$ cat config.mk
export PLATFORM = sky130hd
export DESIGN_NAME = tacr_ctrl
export DESIGN_NICKNAME = d
export VERILOG_FILES = /design/src/rtl/core/tacr_pkg.sv /design/src/rtl/core/tacr_ctrl.sv
export SDC_FILE = /design/constraint.sdc
export NUM_CORES = 1
export LEC_CHECK = 0
export ABC_AREA = 0
export BUFFER_PORTS_ARGS = -buffer_cell sky130_fd_sc_hd__buf_2
export CORE_AREA = 2 2 39 41
export CTS_BUF_LIST = sky130_fd_sc_hd__clkbuf_4 sky130_fd_sc_hd__clkbuf_8
export DETAILED_ROUTE_END_ITERATION = 10
export DIE_AREA = 0 0 41 43
export PLACE_DENSITY = 0.37
export SYNTH_ARGS = -nofsm -noshare
export SYNTH_HDL_FRONTEND = slang
export SYNTH_SLANG_ARGS = --single-unit
$ cat constraint.sdc
create_clock -name clk_i -period 1.54 [get_ports clk_i]
set_input_delay 0.308 -clock clk_i [delete_from_list [all_inputs] [get_ports clk_i]]
set_output_delay 0.308 -clock clk_i [all_outputs]
set_load 0.05 [all_outputs]
$ cat src/rtl/core/tacr_pkg.sv
package tacr_pkg;

  // Default map geometry and fixed-point format.
  localparam int unsigned MAP_WIDTH_DEF  = 256;
  localparam int unsigned MAP_HEIGHT_DEF = 128;
  localparam int unsigned FRAC_BITS_DEF  = 10;

  // Fixed field widths of the transaction payload.
  localparam int unsigned POS_W    = 21;
  localparam int unsigned HW_W     = 12;
  localparam int unsigned HT_W     = 13;
  localparam int unsigned TX_W     = 8;
  localparam int unsigned TY_W     = 7;
  localparam int unsigned WW_W     = 9;
  localparam int unsigned WH_W     = 8;
  localparam int unsigned CFG_IDX_W = 1;

  // Box edges need one bit more than a position; snap results need two more than that.
  localparam int unsigned SUM_W  = POS_W + 1;
  localparam int unsigned CALC_W = SUM_W + 2;

  localparam logic signed [CALC_W-1:0] POS_MAX_C = CALC_W'((64'd1 << (POS_W - 1)) - 64'd1);
  localparam logic signed [CALC_W-1:0] POS_MIN_C = -POS_MAX_C - CALC_W'(1);

  typedef enum logic [1:0] {
    OP_WRITE = 2'd0,
    OP_TEST  = 2'd1,
    OP_RES_X = 2'd2,
    OP_RES_Y = 2'd3
  } op_e;

  typedef enum logic [CFG_IDX_W-1:0] {
    CFG_WORLD_WIDTH  = 1'b0,
    CFG_WORLD_HEIGHT = 1'b1
  } cfg_idx_e;

  typedef enum logic [2:0] {
    ST_CLEAR,
    ST_IDLE,
    ST_START,
    ST_SCAN,
    ST_WRITE,
    ST_RESOLVE
  } state_e;

  typedef struct packed {
    logic clear;
    logic load;
    logic start;
    logic scan;
    logic write;
    logic finish;
  } dp_cmd_t;

  typedef struct packed {
    logic clear_done;
    logic hit;
    logic done;
    logic out_free;
  } dp_status_t;

  function automatic logic [POS_W-1:0] sat_pos(logic signed [CALC_W-1:0] v);
    logic [POS_W-1:0] r;
    if (v > POS_MAX_C) begin
      r = POS_MAX_C[POS_W-1:0];
    end else if (v < POS_MIN_C) begin
      r = POS_MIN_C[POS_W-1:0];
    end else begin
      r = v[POS_W-1:0];
    end
    return r;
  endfunction

endpackage

$ cat src/rtl/core/tacr_ctrl.sv
module tacr_ctrl import tacr_pkg::*; (
  input  logic       clk_i,
  input  logic       rst_ni,
  input  logic       in_valid_i,
  input  op_e        op_i,
  output logic       in_ready_o,
  output dp_cmd_t    cmd_o,
  input  dp_status_t status_i
);

  state_e state_q, state_d;

  always_ff @(posedge clk_i or negedge rst_ni) begin
    if (!rst_ni) begin
      state_q <= ST_CLEAR;
    end else begin
      state_q <= state_d;
    end
  end

  always_comb begin
    state_d = state_q;
    unique case (state_q)
      ST_CLEAR: begin
        if (status_i.clear_done) state_d = ST_IDLE;
      end
      ST_IDLE: begin
        if (in_valid_i) begin
          state_d = (op_i == OP_WRITE) ? ST_WRITE : ST_START;
        end
      end
      ST_START: state_d = ST_SCAN;
      ST_SCAN: begin
        if (status_i.hit || status_i.done) state_d = ST_RESOLVE;
      end
      ST_WRITE: state_d = ST_RESOLVE;
      ST_RESOLVE: begin
        if (status_i.out_free) state_d = ST_IDLE;
      end
      default: state_d = ST_CLEAR;
    endcase
  end

  always_comb begin
    cmd_o      = '0;
    in_ready_o = 1'b0;
    unique case (state_q)
      ST_CLEAR: cmd_o.clear = 1'b1;
      ST_IDLE: begin
        in_ready_o = 1'b1;
        cmd_o.load = in_valid_i;
      end
      ST_START: cmd_o.start = 1'b1;
      ST_SCAN:  cmd_o.scan = 1'b1;
      ST_WRITE: cmd_o.write = 1'b1;
      ST_RESOLVE: cmd_o.finish = status_i.out_free;
      default: cmd_o = '0;
    endcase
  end

endmodule

# ---- Yosys cells after proc, flatten, opt, wreduce, memory -nomap -nowiden
# Cells that the tools add are included.
dict set report word_totals {
  register_bits 3
  out_inout_bits 7
  wordCells 27
  inputBits 9
}
dict set report classes {
  reduce_logical 4
  n_eq_ne 9
  muxes 13
}
# op count
set ops {}
lappend ops {{case mux 3 bit (6 select lines)} 1}
lappend ops {{2-to-1 mux 3 bit} 5}
lappend ops {{inequality test 2 bit (second input constant)} 4}
lappend ops {{2-to-1 mux 1 bit} 7}
lappend ops {{== test 3 x 2 -> 1 bit (second input constant)} 2}
lappend ops {{== test 3 bit (second input constant)} 2}
lappend ops {{AND reduction 4 bit} 1}
lappend ops {{== test 3 x 1 -> 1 bit (second input constant)} 1}
lappend ops {{logical NOT 3 bit} 1}
lappend ops {{logical NOT 2 bit} 1}
lappend ops {{logical OR 1 bit} 1}

# ---- Logic depth before layout (Yosys ltp)
dict set report depth {
  word_depth 4
  depth_mapped 4
  depth_no_buf 3
}

# ---- Least setup slack after synthesis
# OpenSTA, ideal clock, no wires.
dict set report synth_timing {
  path_type {flip-flop to output port}
  from {register state_q[2]}
  to {output cmd_o[4] in the netlist's numbering}
  required_time_ns 1.232
  arrival_ns 1.886
  stages_incl_launch_ff 5
  slack_ns -0.654
  n_path_buf 1
  cell_sequence {dfrtp_1 -> clkbuf_1 -> nand2b_1 -> nor2_1 -> and2_1}
}
# element line_no
set synth_rtl {}
lappend synth_rtl {{start, declared} tacr_ctrl.sv:11} ;# state_e state_q, state_d;
lappend synth_rtl {{start signal, assigned} tacr_ctrl.sv:17} ;# state_q <= state_d;
lappend synth_rtl {{end, declared} tacr_ctrl.sv:7} ;# output dp_cmd_t cmd_o,

==> flow_metrics.py <==
metrics = {
    "setup_path": {
        "crit_arrival_ns": 1.18,
        "path_cells": "nand2b_2, nor2_2, and2_2, buf_8",
        "worstSetupPathType": "register to output pin",
        "cpMaxStageDelayCell": "dfrtp_1",
        "cp-start-kind": "register",
        "rr_startpoint": "state_q[1]",
        "reg2regPathDepth": 3,
        "critPathCaptureType": "output pin",
        "r2r_end": "state_q[2]",
        "path_max_fanout": 3,
        "max_stage_delay_ns": 0.36,
        "rrSetupSlack_ns": 0.21,
        "cp.required_ns": 1.23,
    },
    "final_layout": {
        "fill_cells": 156,
        "largestRegisters": "state_q (3)",
        "multi_input_area_sq_um": 140.1,
        "finish.instance_area_sq_um": 414.1,
        "layout_common_cells": "buf_2 (9), clkbuf_4 (6), nand2_1 (4)",
        "regMostFlops": "state_q",
        "largest_reg_flops": 3,
        "post_route_cells_drive_above_1_share_pct": 67.35,
        "diodes": 0,
        "post-route-util_pct": 29.93,
        "regArea_sq_um": 76.32,
        "nNetsFinal": 59,
        "fin_cells": 65,
        "syn2layout_area_growth_pct": 100.6,
        "mostFrequentLayoutCell": "buf_2",
    },
    "clocking": {
        "cts_max_level": 1,
        "clk_latency_ns": 0.23,
        "cts.path.max_buffers": 2,
        "cts_made_buffers": 3,
        "path_clk_slew_ns": 0.04,
        "tritoncts": "yes",
        "cts_root_buf": "clkbuf_4",
        "clock-sinks": 3,
    },
    "floorplanning": {
        "die_area_sq_um": 1763,
        "io_pins": 16,
        "rows": 14,
        "core_area_sq_um": 1384,
        "start_util_pct": 14.92,
        "die_y_um": 43,
        "die_w_um": 41,
    },
    "power_and_ir_drop": {
        "p_switching_mw": 0.5114,
        "p_int_mw": 0.4737,
        "leakagePower_nw": 0.1876,
        "pwr-share-seq_pct": 16.7,
        "p_total_mw": 0.9851,
        "power_frac_clock_pct": 15.5,
        "ir_worst_vdd_mv": 0.6929,
        "p_comb_share_pct": 67.8,
        "powerDensity_nw_per_um2": 2379,
        "swShare_pct": 51.92,
    },
    "grt": {
        "grt_usage_pct": 7.754,
        "use_met1_pct": 8.766,
        "gr-usage-met3_pct": 3.141,
        "grt_pass1_vias": 240,
        "top_usage_layer": "met2",
        "use_met2_pct": 10.94,
        "overflow": 0,
        "grt_max_degree": 9,
        "grt_pass1_wl_um": 897,
        "antenna_found_initial": 0,
    },
    "logic_synthesis": {
        "synth_area_sq_um": 206.4,
        "synth_warnings": 0,
        "synth_nets": 37,
        "synth_cell_type_count": 16,
        "synth_area_per_cell_sq_um": 7.373,
        "yosys_register_bits": 3,
        "ys_seq_area_share_pct": 36.36,
        "syn_inst": 28,
    },
    "route": {
        "ant_nets": 0,
        "wl_per_cell_um": 8.862,
        "vias": 272,
        "drt_iter0_markers": 4,
        "drt-total-wl_um": 576,
        "via_per_inst": 4.185,
        "first_pass_iters": 2,
        "route.detailed.drc": 0,
    },
    "timing": {
        "rsz0062_at_grt": "true",
        "whs_ns": 0.3956,
        "max_freq_mhz": 674.0,
        "final_max_slew_viol_count": 0,
        "fin_crit_sh_pct": 96.35,
        "tns_ns": 0,
        "min_period_ns": 1.484,
        "slew_headroom_pct": 83.73,
        "final-hold-violation-count": 0,
        "fin_skew_ns": 0.0006368,
        "finalSetupViolCount": 0,
        "worst_pin_slew_ns": 0.2458,
        "setup_slack_ns": 0.05627,
    },
    "flow_run": {
        "maxCapViolations": 0,
    },
    "run_status": {
        "status": "finished, final reports clean",
    },
    "placed_design": {
        "place_congestion": 0.5974,
        "postPlaceCellArea_sq_um": 324.1,
        "pre_cts_slack_ns": 0.1604,
        "port_buffers": 15,
        "dp.cells": 59,
        "hpwl_um": 470.6,
    },
    "worst_hold_path": {
        "hp-class": "primary input to async pin",
    },
}
==> worst max-delay path by stage <==
stage	cells after the start	start	to	slack, ns
detailed placement	4	state_q[1]	cmd_o[0]	0.16
finish	4	state_q[2]	cmd_o[4]	0.06
global placement	4	state_q[1]	cmd_o[1]	0.17
global route	4	state_q[2]	cmd_o[4]	-0.04
floorplan	4	state_q[2]	cmd_o[4]	-0.32
CTS	4	state_q[2]	cmd_o[4]	0.008
==> critical path, delay by kind of cell, from the launching register on <==
kind | cells | cell delay (ns)
buffers and inverters | 1 | 0.14
flip-flops | 1 | 0.36
AND/OR/NAND/NOR | 3 | 0.45
==> timing repair <==
| action | 4_1_cts | 5_1_grt |
|---|---|---|
| hold endpoints to repair | 3 | 0 |
| hold buffers | 1 | 0 |
| pin swaps | 0 | 1 |
| setup endpoints to repair | 5 | 7 |
| gates resized for setup | 5 | 11 |
| setup buffers | 0 | 1 |
==> cell usage after synthesis <==
library cell,count,area share (%)
nor2_1,4,7.3
nand2_1,4,7.3
buf_2,1,2.4
and2_1,1,3.0
a211oi_1,1,3.6
o21ai_0,2,4.8
o2111ai_1,1,4.2
a31o_2,1,4.2
or2_2,1,3.0
clkbuf_1,1,1.8
dfrtp_1,3,36
nand2b_1,1,3.0
inv_1,1,1.8
or4b_1,1,4.8
nor3_1,2,4.8
a21oi_1,3,7.3
==> power by group through the flow <==
stage / clock, mW / combinational, mW / sequential, mW
after floorplan: 0 / 0.462 / 0.141
after global placement: 0 / 0.590 / 0.152
after detailed placement: 0 / 0.582 / 0.153
after CTS: 0.161 / 0.602 / 0.154
after global routing: 0.175 / 0.726 / 0.171
final: 0.153 / 0.668 / 0.164
==> logic make-up (layout without fill, tap and decap cells) <==
logic type | count (synthesis) | count (layout) | synth area share, %
buffers and inverters | 3 | 24 | 6.055
AOI/OAI and AO/OA | 8 | 8 | 24.24
and+or+nand+nor | 14 | 14 | 33.34
DFF | 3 | 3 | 36.36
==> per-layer routing <==
layer | wire length (um) | up-vias
li1 | - | 138
met1 | 218 | 126
met2 | 312 | 8
met3 | 44 | 0
met4 | 0 | 0
met5 | 0 | -
==> layout make-up <==
type	instances	share of cell area (%)
inverters	1	1.511
well taps	16	4.834
clock buffers	4	7.251
multi-input cells	22	33.84
flip-flops and latches	3	18.43
repair buffers	19	34.14
No activity file was read; power rests on OpenSTA's default activity.
